File: config.mk
export PLATFORM = sky130hd
export DESIGN_NAME = dci_div
export DESIGN_NICKNAME = d
export VERILOG_FILES = /design/src/hw/rtl/discount_curve_interpolator_top_assert.svh /design/src/hw/rtl/dci_pkg.sv /design/src/hw/rtl/dci_div.sv
export SDC_FILE = /design/constraint.sdc
export NUM_CORES = 1
export LEC_CHECK = 0
export BUFFER_PORTS_ARGS = -buffer_cell sky130_fd_sc_hd__buf_2
export CAP_MARGIN = 20
export CELL_PAD_IN_SITES_DETAIL_PLACEMENT = 1
export CELL_PAD_IN_SITES_GLOBAL_PLACEMENT = 2
export CORE_MARGIN = 8
export CORE_UTILIZATION = 40
export CTS_BUF_LIST = sky130_fd_sc_hd__clkbuf_8
export DETAILED_ROUTE_END_ITERATION = 6
export PLACE_DENSITY = 0.87
export SLEW_MARGIN = 20
export SYNTH_ARGS = -nofsm -noshare
export SYNTH_HDL_FRONTEND = slang
export SYNTH_SLANG_ARGS = --single-unit
File: constraint.sdc
create_clock -name clk -period 14.8 [get_ports clk]
set_input_delay 2.96 -clock clk [delete_from_list [all_inputs] [get_ports clk]]
set_output_delay 2.96 -clock clk [all_outputs]
set_load 0.02 [all_outputs]
File: src/hw/rtl/discount_curve_interpolator_top_assert.svh
// assertion helpers for the top level
`ifndef DISCOUNT_CURVE_INTERPOLATOR_TOP_ASSERT_SVH
`define DISCOUNT_CURVE_INTERPOLATOR_TOP_ASSERT_SVH

// same-cycle implication
`define DCI_ASSERT_IMP(LBL, PRE, CON, MSG) \
  LBL: assert property (@(posedge clk) disable iff (!rst_n) (PRE) |-> (CON)) \
    else $error(MSG);

// next-cycle implication
`define DCI_ASSERT_NXT(LBL, PRE, CON, MSG) \
  LBL: assert property (@(posedge clk) disable iff (!rst_n) (PRE) |=> (CON)) \
    else $error(MSG);

`endif

File: src/hw/rtl/dci_pkg.sv
package dci_pkg;

  localparam int MAX_KNOTS_DEF     = 32;
  localparam int DAYS_PER_YEAR_DEF = 360;

  localparam int DIV_NW = 78;
  localparam int DIV_DW = 46;

  localparam logic [31:0]     ONE_Q30  = 32'h4000_0000;
  localparam logic [31:0]     OUT_MAX  = 32'hFFFF_FFFF;
  localparam logic [DIV_NW:0] TERM_CAP = (DIV_NW + 1)'(1) << 60;

  typedef enum logic [1:0] {
    CMD_CLEAR = 2'd0,
    CMD_ADD   = 2'd1,
    CMD_QUERY = 2'd2,
    CMD_NONE  = 2'd3
  } cmd_t;

  typedef enum logic [1:0] {
    ST_OK        = 2'd0,
    ST_ZERO_RATE = 2'd1,
    ST_FULL      = 2'd2,
    ST_NOT_ASC   = 2'd3
  } status_t;

  typedef struct packed {
    logic              start;
    logic [DIV_NW-1:0] num;
    logic [DIV_DW-1:0] den;
  } div_req_t;

  typedef struct packed {
    logic            done;
    logic [DIV_NW:0] quo;
  } div_rsp_t;

endpackage

File: src/hw/rtl/dci_div.sv
module dci_div (
  input  logic               clk,
  input  logic               rst_n,
  input  dci_pkg::div_req_t  req,
  output dci_pkg::div_rsp_t  rsp
);

  localparam int NW = dci_pkg::DIV_NW;
  localparam int DW = dci_pkg::DIV_DW;
  localparam int CW = $clog2(NW + 1);

  logic          busy_r;
  logic          fin_r;
  logic          done_r;
  logic [CW-1:0] cnt_r;
  logic [NW-1:0] num_r;
  logic [DW-1:0] den_r;
  logic [DW:0]   rem_r;
  logic [NW-1:0] quo_r;
  logic [NW:0]   res_r;

  logic [DW:0] rem_sh;
  logic        ge;
  logic [DW:0] rem_nxt;
  logic        round_up;

  always_comb begin
    rem_sh   = {rem_r[DW-1:0], num_r[NW-1]};
    ge       = rem_sh >= {1'b0, den_r};
    rem_nxt  = ge ? (rem_sh - {1'b0, den_r}) : rem_sh;
    round_up = {rem_r[DW-1:0], 1'b0} >= {1'b0, den_r};
  end

  always_ff @(posedge clk) begin
    if (!rst_n) begin
      busy_r <= 1'b0;
      fin_r  <= 1'b0;
      done_r <= 1'b0;
      cnt_r  <= '0;
    end else begin
      done_r <= 1'b0;
      if (req.start) begin
        busy_r <= 1'b1;
        cnt_r  <= '0;
        num_r  <= req.num;
        den_r  <= req.den;
        rem_r  <= '0;
        quo_r  <= '0;
      end else if (busy_r) begin
        rem_r <= rem_nxt;
        num_r <= num_r << 1;
        quo_r <= {quo_r[NW-2:0], ge};
        cnt_r <= cnt_r + 1'b1;
        if (cnt_r == CW'(NW - 1)) begin
          busy_r <= 1'b0;
          fin_r  <= 1'b1;
        end
      end else if (fin_r) begin
        fin_r  <= 1'b0;
        done_r <= 1'b1;
        res_r  <= {1'b0, quo_r} + (NW + 1)'(round_up);
      end
    end
  end

  assign rsp.done = done_r;
  assign rsp.quo  = res_r;

endmodule

==> reports/summary.txt, run 1 <==
Max rail drop VDD -> 0.0000729 V
Max stage delay on crit path -> 690 ps
Met1 Usage GRT -> 21.5%
Worst path most repeated cell -> buf_6
Number of top-level pins -> 207
Total iterations of the first detailed-routing run -> 4
Hold-fix buffers, CTS -> 0
CTS Buffer Depth -> 3
Mapped cell area -> 16900 um^2
Post-DP HPWL -> 29800 um
Sw Share -> 27.4%
Register share of total power -> 48.2%
Syn Nets -> 1567
Delay-heaviest family, CP -> buffers and inverters
H-tree depth -> 2
Global-route usage over all layers -> 16.8%
CP arrival -> 5300 ps
Combinational Power Share -> 15.8%
Critical path required time -> 15080 ps
Netlist cell types -> 71
Reg-to-Reg Start -> rem_r[41]
Drt initial violations -> 553
Total power -> 2.38 mW
Status -> completed
Final setup fails -> 0
# nets final -> 1782
Initial antenna violation count -> 11
Hold WS -> 501 ps
Critical path depth -> 4
Critical path, cell by cell -> buf_6 -> o21ai_0 -> inv_8 -> buf_6
Post-synthesis register bit count -> 337
Slew HR -> 29.0%
NetSw -> 0.651 mW
CTS sink count -> 337
Clk Tree Root Cell -> clkbuf_8
Post-route ant nets -> 0
Setup crit end kind -> flip-flop
Avg Vias per Cell -> 5.26
Critical path class -> primary input to flip-flop
Final Critical Period -> 5010 ps
Seq/Total Area, Yosys -> 59.2%
Setup TNS -> 0 ps
Slowest CP cell -> buf_6
Tcrit/Tclk final -> 33.9%
Num CTS Buffers -> 57
GPL Wtd Cong -> 0.840
DRC violations left -> 0
Cell Rows -> 75
First-pass GRT wire length -> 67600 um
CTS clock-pin slew for the worst setup and hold paths -> 60 ps
Grt met3 use -> 4.99%
Layout cells sized above 1 -> 24.0%
Chip Height -> 222 um
Critical Path Source -> req[124]
Initial Util -> 40.4%
Vias -> 11500
DRT Wirelength -> 42200 um
Worst Hold Class -> flip-flop to flip-flop
Mapped Avg Cell Area -> 12.2 um^2
Largest net degree at the start of global routing -> 125
Gr ovfl total -> 0
Clock Power Share -> 36.0%
Synth Instances -> 1389
Worst-Skew Late Latency -> 670 ps
Reg2reg path depth -> 17
Top FF cell, synth -> edfxtp_1
Worst slew pin tran -> 1070 ps
Ys Warns -> 0
Grt peak-use layer -> met2
Post-cts resize count -> 0
Critical Path Fanout Max -> 124
Vias in the first global route -> 12300
Full die area -> 49200 um^2
Total of max-cap violations -> 0
Avg WL per Cell -> 19.3 um
P_leak -> 7.49 nW
Max Clk Rate -> 0.200 GHz
Ys async rst share -> 0%
Met2 Use GR -> 27.5%
Area delta synth->final -> 15.9%
Final Hold Fails -> 0
Core area -> 41900 um^2
Port bufs -> 206
Slew Limit Fails -> 0
CTS tree -> done
Number of flops mapped to enable cells by yosys -> 327
DIE WIDTH -> 222 um
Crit path launch type -> primary input
WHS Path Cells -> 1
Pwr/cell area -> 121 nW/um^2
WP buf/inv -> 3
Unrepaired setup endpoints after global routing -> no
Clock skew -> 38.6 ps
Hold path start -> fin_r
Filler cells -> 4501
Post CTS Setup Buffer Count -> 0
Int Pwr -> 1.73 mW
-- cell usage after synthesis, drive strengths merged (5+ instances only) --
master  count  area (um^2)
nor3       27          146
o211a       5         50.1
mux2       77          867
a21oi      76          384
a211oi      8         70.1
and2        9         57.6
dfxtp      10          200
buf        20          114
nand2b      5         31.3
mux2i      13          130
o21bai      8         60.1
edfxtp    327         9820
nand2      97          367
inv        64          240
nand3      47          248
nor2      101          389
o21ai      41          205
a21o       17          128
ha         50          626
and3       23          149
xnor2      77          674
o211ai      6         45.0
xor2       37          324
or3         7         48.8
clkbuf     38          145
a31oi      13         81.3
nor2b      85          532
nor4        9         77.6
and4        7         66.3
nand4      38          238
-- kinds of logic (layout without fill, tap and decap cells) --
family | after synthesis | in the layout | synth area share, %
simple gates | 469 | 469 | 14.6
flops | 337 | 337 | 59.2
compound gates | 206 | 206 | 7.69
buf+inv | 122 | 382 | 2.95
xor+xnor | 114 | 114 | 5.90
mux | 90 | 90 | 5.89
fa+ha+maj | 51 | 51 | 3.81
other cells | 0 | 3 | 0
-- power by group through the flow --
stage	clock, mW	sequential, mW	combinational (mW)
after floorplan	0	1.16	0.282
after global placement	0	1.16	0.366
after detailed placement	0	1.17	0.376
after CTS	0.885	1.15	0.379
after global routing	0.921	1.15	0.421
final	0.856	1.15	0.376
-- metrics by stage --
step	setup WS (ps)	cell area, um^2	utilization (%)	std cells
6_report	9790	19600	46.9	2191
5_1_grt	9380	19600	46.9	2190
4_1_cts	9390	19600	46.9	2188
3_5_place_dp	8680	18500	44.1	2084
3_3_place_gp	8830	18500	44.1	2084
2_1_floorplan	4930	16900	-	1389
-- layout make-up --
cell class,instances,area [um^2],area share [%]
Inverter,64,248,1.26
Antenna cell,3,7.51,0.0383
Tap cell,539,674,3.44
Clock buffer,62,853,4.35
Timing Repair Buffer,214,1100,5.61
Sequential cell,337,10000,51.1
Multi-Input combinational cell,930,6410,32.7
Clock inverter,42,308,1.57
-- routing by layer --
metal	vias up	part of all wire, %
li1	5529	-
met1	5667	45
met2	220	47
met3	88	5.9
met4	18	2.0
met5	-	0.27
-- state kept, by name, summed over array words and instances (netlist names) --
signal / flops
rem_r: 46
res_r: 79
den_r: 46
num_r: 78
quo_r: 78
done_r: 1
fin_r: 1
cnt_r: 7
busy_r: 1
-- cell usage in the layout, fill, tap and decap left out, types with 8 or more instances in the layout --
master    netlist  layout
nand4_1        38      38
nor2_1         97      97
clkinv_2        0      12
xnor2_1        77      77
ha_1           50      50
a21o_1         17      17
mux2_2         77      77
dfxtp_1        10      10
mux2i_1        13      13
buf_2           7     205
nor3_1         26      26
inv_1          64      75
and3_1         22      22
o21ai_0        38      38
nand2_1        96      96
a21oi_1        75      75
xor2_1         37      37
nor2b_1        85      85
nand3_1        46      46
clkinv_1        0      11
o21bai_1        8       8
a31oi_1        13      13
clkbuf_8        0      62
edfxtp_1      327     327
-- final timing paths --
kind | endpoint | slack (ps)
max | rem_r[31] | 9790
min | done_r | 500
max reg2reg | res_r[70] | 9850
min reg2reg | done_r | 500
No activity file was read; power rests on OpenSTA's default activity.
==> run 2: changes to the inputs <==
- clock period: 14.8 -> 4.9 ns (I/O delays scaled with it)
==> run 2 against run 1 <==
  * Total power rose to 3.0 times the previous value
  * Global-route usage up 0.31 points
  * Hold slack better by 4.5 ps
  * Combinational power rose to 3.1 times the previous value
  * Sequential share of layout area down 0.38 points
  * Clock skew down 16 ps
  * Core utilization up 0.35 points
  * Critical path depth up 13
  * Via count up 1.9%
  * Setup slack worse by 9400 ps
  * Count of clock-buffer cells in the layout down 4
  * Wire length up 2.3%
  * Highest routed layer unchanged
==> reports/summary.txt, run 2 (synthesized netlist as in run 1, its figures left out) <==
Status -> completed
Post-route ant nets -> 0 (unchanged)
Initial antenna violation count -> 10 (-1)
Final Critical Period -> 4470 ps
Drt initial violations -> 597 (+8.0%)
DRT Wirelength -> 43200 um (+2.3%)
Number of top-level pins -> 207 (unchanged)
Critical path, cell by cell -> ha_1 -> nand4_1 -> nor3_1 -> nand4_1 -> nor2_1 -> nand2_1 -> o21ai_2 -> ha_1 -> ha_1 -> nand2_1 -> nor2_1 -> nand2_1 -> or4_1 -> nor2_1 -> nand2_1 -> nor3_1 -> xor2_1
Critical path required time -> 5300 ps (-9780 ps)
Worst path most repeated cell -> nand2_1
Cell Rows -> 75 (unchanged)
Gr ovfl total -> 0 (unchanged)
Max reg flops -> 79 (unchanged)
Final Hold Fails -> 0 (unchanged)
CTS sink count -> 337 (unchanged)
Clock skew -> 23.0 ps (-15.6 ps)
DP Cell Count -> 2092 (+0.38%)
Pwr/cell area -> 363 nW/um^2 (+200%)
Slowest CP cell -> or4_1
Slew Limit Fails -> 0 (unchanged)
Global-route usage over all layers -> 17.1% (+0.31 points)
Full die area -> 49200 um^2 (unchanged)
CP arrival -> 4870 ps (-430 ps)
Total of max-cap violations -> 0 (unchanged)
Port bufs -> 206 (unchanged)
Critical path class -> flip-flop to flip-flop
Slew HR -> 39.8% (+11 points)
Initial Util -> 40.4% (unchanged)
Worst slew pin tran -> 903 ps (-163 ps)
Unrepaired setup endpoints after global routing -> no
Max Clk Rate -> 0.224 GHz
Setup crit end kind -> flip-flop
GPL Wtd Cong -> 0.849 (+1.0%)
Final non-filler cell total -> 2209 (+0.82%)
Num CTS Buffers -> 58 (+1.8%)
Avg Vias per Cell -> 5.32 (+1.1%)
Tcrit/Tclk final -> 91.3%
DIE WIDTH -> 222 um (unchanged)
Vias in the first global route -> 12500 (+1.7%)
Commonest non-fill, non-tap cell in the layout -> edfxtp_1
Avg WL per Cell -> 19.5 um (+1.5%)
Hold-fix buffers, CTS -> 0 (unchanged)
Final Util -> 47.2% (+0.35 points)
# nets final -> 1792 (+0.56%)
DRC violations left -> 0 (unchanged)
Total iterations of the first detailed-routing run -> 5 (+1)
CTS clock-pin slew for the worst setup and hold paths -> 60 ps (about the same)
WP buf/inv -> 0 (-3)
Chip Height -> 222 um (unchanged)
CTS tree -> done
Total power -> 7.18 mW (+200%)
Final setup fails -> 0 (unchanged)
Delay-heaviest family, CP -> simple AND/OR/NAND/NOR gates
Max rail drop VDD -> 0.000306 V (+320%)
Area delta synth->final -> 16.8%
First-pass GRT wire length -> 68400 um (+1.2%)
Largest net degree at the start of global routing -> 203 (+62%)
Largest registers -> res_r: 79 flops, num_r: 78 flops, quo_r: 78 flops
Most frequent cells in the layout -> edfxtp_1, buf_2, nor2_1
Top reg by flops -> res_r
Worst-Skew Late Latency -> 660 ps (about the same)
Post-DP HPWL -> 30300 um (+1.5%)
Layout cells sized above 1 -> 24.3% (+0.32 points)
Crit path launch type -> flip-flop
CTS Buffer Depth -> 3 (unchanged)
H-tree depth -> 2 (unchanged)
P_leak -> 7.56 nW (+0.99%)
Clk Tree Root Cell -> clkbuf_8
Core area -> 41900 um^2 (unchanged)
Max stage delay on crit path -> 550 ps (-140 ps)
Worst Hold Class -> flip-flop to flip-flop
Vias -> 11700 (+1.9%)
Critical Path Fanout Max -> 8 (-94%)
## run 2: worst paths after layout
check / endpoint / start / slack (ps) / cells past startpoint
min: fin_r / fin_r / 510 / 2
max reg2reg: res_r[58] / rem_r[41] / 430 / 17
max: res_r[58] / rem_r[41] / 430 / 17
min reg2reg: fin_r / fin_r / 510 / 2
## run 2: area by class of cell
type | count | area, um^2
fillers | 4466 | 22100
flip-flops and latches | 337 | 10000
multi-input cells | 930 | 6430
repair buffers | 223 | 1230
clock buffers | 58 | 798
well taps | 539 | 674
clock inverters | 52 | 350
inverters | 64 | 244
diodes | 6 | 15.0
## run 2: per-stage QoR
stage          hold WS [ps]  setup WS, ps  setup TNS [ps]  instance area, um^2
6_report                506           426               0                19800
5_1_grt                 456          17.2               0                19800
2_1_floorplan           453         -85.0          -17170                17000
3_5_place_dp            498           251               0                18600
4_1_cts                 426           235               0                19700
3_3_place_gp            465           563               0                18600
## run 2: routing by layer
layer	global-route usage [%]	vias to the layer above	routed length, um
met2	28.4	275	20500
met1	21.7	5814	19300
li1	-	5571	-
met4	5.84	10	937
met5	0	-	68
met3	4.42	72	2400
## run 2: tightest hold or removal path, stage by stage, from the launching register on
cell and delay, ps:
dfxtp_1 320, nor2_1 100, nor2_1 40
## run 2: timing repair
| action | CTS | global route |
|---|---|---|
| setup endpoints to repair | 0 | 15 |
| setup buffers | 0 | 0 |
| resized for setup | 0 | 2 |
## run 2: report_power, final
part	internal (mW)	switching [mW]
combinational	0.473	0.694
clock	1.34	1.21
sequential	3.37	0.0951
==> run 3: changes to the inputs <==
- CORE_UTILIZATION: 40 -> 37
- PLACE_DENSITY: 0.87 -> 0.84
- clock period: 4.9 -> 3.6 ns (I/O delays scaled with it)
==> run 3 against run 2 <==
  * Clock skew up 6.1 ps
  * Setup slack worse by 410 ps
  * Wire length up 6.2%
  * Sequential power up 36%
  * Critical path depth up 2
  * Combinational power up 66%
  * First-iteration DRC count up 6.9%
  * Global-route usage down 0.36 points
  * Maximum frequency up 25%
  * Register-to-register slack worse by 410 ps
  * Hold slack worse by 280 ps
  * Critical path type unchanged
  * Largest power group unchanged
==> reports/summary.txt, run 3 (synthesized netlist as in run 1, its figures left out) <==
WHS Path Cells -> 1 (-1)
Hold WS -> 227 ps (-278 ps)
Commonest non-fill, non-tap cell in the layout -> edfxtp_1
Unrepaired setup endpoints after global routing -> yes
Slew Limit Fails -> 0 (unchanged)
Number of top-level pins -> 207 (unchanged)
Setup TNS -> 0 ps (unchanged)
H-tree depth -> 2 (unchanged)
DRC violations left -> 0 (unchanged)
Critical path, cell by cell -> inv_1 -> ha_4 -> a21o_1 -> a31oi_4 -> o22ai_2 -> or3b_4 -> a211oi_4 -> o21ai_4 -> ha_4 -> ha_4 -> nand2_4 -> nor2_4 -> nand2_2 -> buf_6 -> nor3_4 -> and3_4 -> and2_4 -> nand4_1 -> xnor2_1
Worst-Skew Late Latency -> 660 ps (about the same)
Worst Hold End -> den_r[22]
Full die area -> 52800 um^2 (+7.5%)
Largest net degree at the start of global routing -> 136 (-33%)
Gr ovfl total -> 0 (unchanged)
Slew HR -> 50.9% (+11 points)
FF-to-FF End -> res_r[70]
Delay-heaviest family, CP -> simple AND/OR/NAND/NOR gates
DP Cell Count -> 2282 (+9.1%)
CP arrival -> 3980 ps (-890 ps)
Max Used Layer -> met5
DRT met1 WL -> 20300 um (+5.5%)
First-pass GRT wire length -> 72100 um (+5.4%)
Critical path required time -> 4000 ps (-1300 ps)
Final non-filler cell total -> 2398 (+8.6%)
Total of max-cap violations -> 0 (unchanged)
Port bufs -> 206 (unchanged)
Met3 wire len -> 2220 um (-7.3%)
Num CTS Buffers -> 57 (-1.7%)
Initial antenna violation count -> 4 (-6)
Drt initial violations -> 638 (+6.9%)
Setup crit end kind -> flip-flop
Slowest CP cell -> or3b_4
Final Cell Area -> 21200 um^2 (+7.4%)
Critical Path Fanout Max -> 5 (-3)
Reg2reg path depth -> 19 (+2)
Post-route ant nets -> 0 (unchanged)
Total iterations of the first detailed-routing run -> 6 (+1)
Final setup fails -> 0 (unchanged)
Worst Hold Class -> primary input to flip-flop
DRT Wirelength -> 45800 um (+6.2%)
Crit path launch type -> flip-flop
CTS tree -> done
Final Critical Period -> 3580 ps (-894 ps)
GPL Wtd Cong -> 0.883 (+4.1%)
Vias -> 12100 (+3.4%)
Max reg flops -> 79 (unchanged)
Worst path most repeated cell -> ha_4
Max stage delay on crit path -> 400 ps (-150 ps)
Initial Util -> 37.4% (-3.1 points)
P_leak -> 8.34 nW (+10%)
Largest registers -> res_r: 79 flops, num_r: 78 flops, quo_r: 78 flops
Top reg by flops -> res_r
Worst slew pin tran -> 734 ps (-168 ps)
Clk Tree Root Cell -> clkbuf_8
Avg WL per Cell -> 19.1 um (-2.2%)
CTS sink count -> 337 (unchanged)
Chip Height -> 230 um (+3.7%)
Most frequent cells in the layout -> edfxtp_1, buf_2, buf_4
Max Clk Rate -> 0.279 GHz (+25%)
# nets final -> 1933 (+7.9%)
Final Util -> 46.9% (-0.33 points)
CTS clock-pin slew for the worst setup and hold paths -> 70 ps (about the same)
Core area -> 45300 um^2 (+8.2%)
Vias in the first global route -> 13100 (+4.8%)
Final Hold Fails -> 0 (unchanged)
Reg-to-Reg Start -> den_r[22]
WP buf/inv -> 2 (+2)
CTS Buffer Depth -> 3 (unchanged)
Status -> completed
Post-DP Area -> 19700 um^2 (+6.3%)
Global-route usage over all layers -> 16.8% (-0.36 points)
R2r setup slk -> 20 ps (-410 ps)
Pwr/cell area -> 461 nW/um^2 (+27%)
DIE WIDTH -> 230 um (+3.7%)
Hold path start -> req[22]
Cell Rows -> 78 (+4.0%)
Avg Vias per Cell -> 5.06 (-4.8%)
Met2 WL post-DR -> 22500 um (+9.8%)
Critical path class -> flip-flop to flip-flop
Post-DP HPWL -> 32600 um (+7.6%)
Max rail drop VDD -> 0.000284 V (-7.1%)
Layout cells sized above 1 -> 33.4% (+9.0 points)
Area delta synth->final -> 25.5%
Clock skew -> 29.1 ps (+6.09 ps)
Tcrit/Tclk final -> 99.4% (+8.1 points)
==> run 3: metrics by stage <==
step	setup WS, ps	total power, mW
after floorplan	-1120	5.93
after global placement	-230	6.59
after detailed placement	-423	6.66
after CTS	-17.2	9.87
after global routing	-167	10.3
final	19.9	9.79
==> run 3: layout make-up <==
type	count	area (um^2)
Clock inverter	42	193
Fill cell	4942	24000
Inverter	64	244
Sequential cell	337	10000
Clock buffer	58	798
Tap cell	600	751
Timing Repair Buffer	365	2380
Multi-Input combinational cell	930	6850
Antenna cell	2	5.00
==> run 3: per-layer routing <==
metal / vias up / track usage [%]
li1: 5826 / -
met1: 6027 / 21.6
met2: 223 / 28.3
met3: 59 / 3.89
met4: 2 / 4.08
met5: - / 0
==> run 3: what timing repair did <==
action                     in CTS  in global routing
setup buffers                   9                  7
resized for setup              33                 49
hold buffers                    0                  0
pin swaps                      15                 29
setup endpoints to repair      63                 60
==> run 3: how the worst max path moves through the flow <==
stage / from / to / depth (start not counted)
2_1_floorplan: req[124] / num_r[0] / 5
3_3_place_gp: den_r[1] / res_r[58] / 20
3_5_place_dp: rem_r[40] / res_r[58] / 17
4_1_cts: rem_r[40] / res_r[70] / 18
5_1_grt: rem_r[40] / res_r[73] / 18
6_report: den_r[22] / res_r[70] / 19
==> run 3: report_power, final <==
group | total, mW | internal, mW | switching (mW)
clock | 3.12 | 1.50 | 1.62
sequential | 4.72 | 4.59 | 0.136
combinational | 1.94 | 0.899 | 1.04
total | 9.79 | 6.98 | 2.80
==> run 3: worst reg2reg max path, cell delays in order (launching register included) <==
cell and delay (ps):
edfxtp_1 370, inv_1 120, ha_4 220, a21o_1 220
a31oi_4 200, o22ai_2 110, or3b_4 400, a211oi_4 280
o21ai_4 120, ha_4 200, ha_4 170, nand2_4 70
nor2_4 40, nand2_2 90, buf_6 130, nor3_4 40
and3_4 210, and2_4 190, nand4_1 100, xnor2_1 60
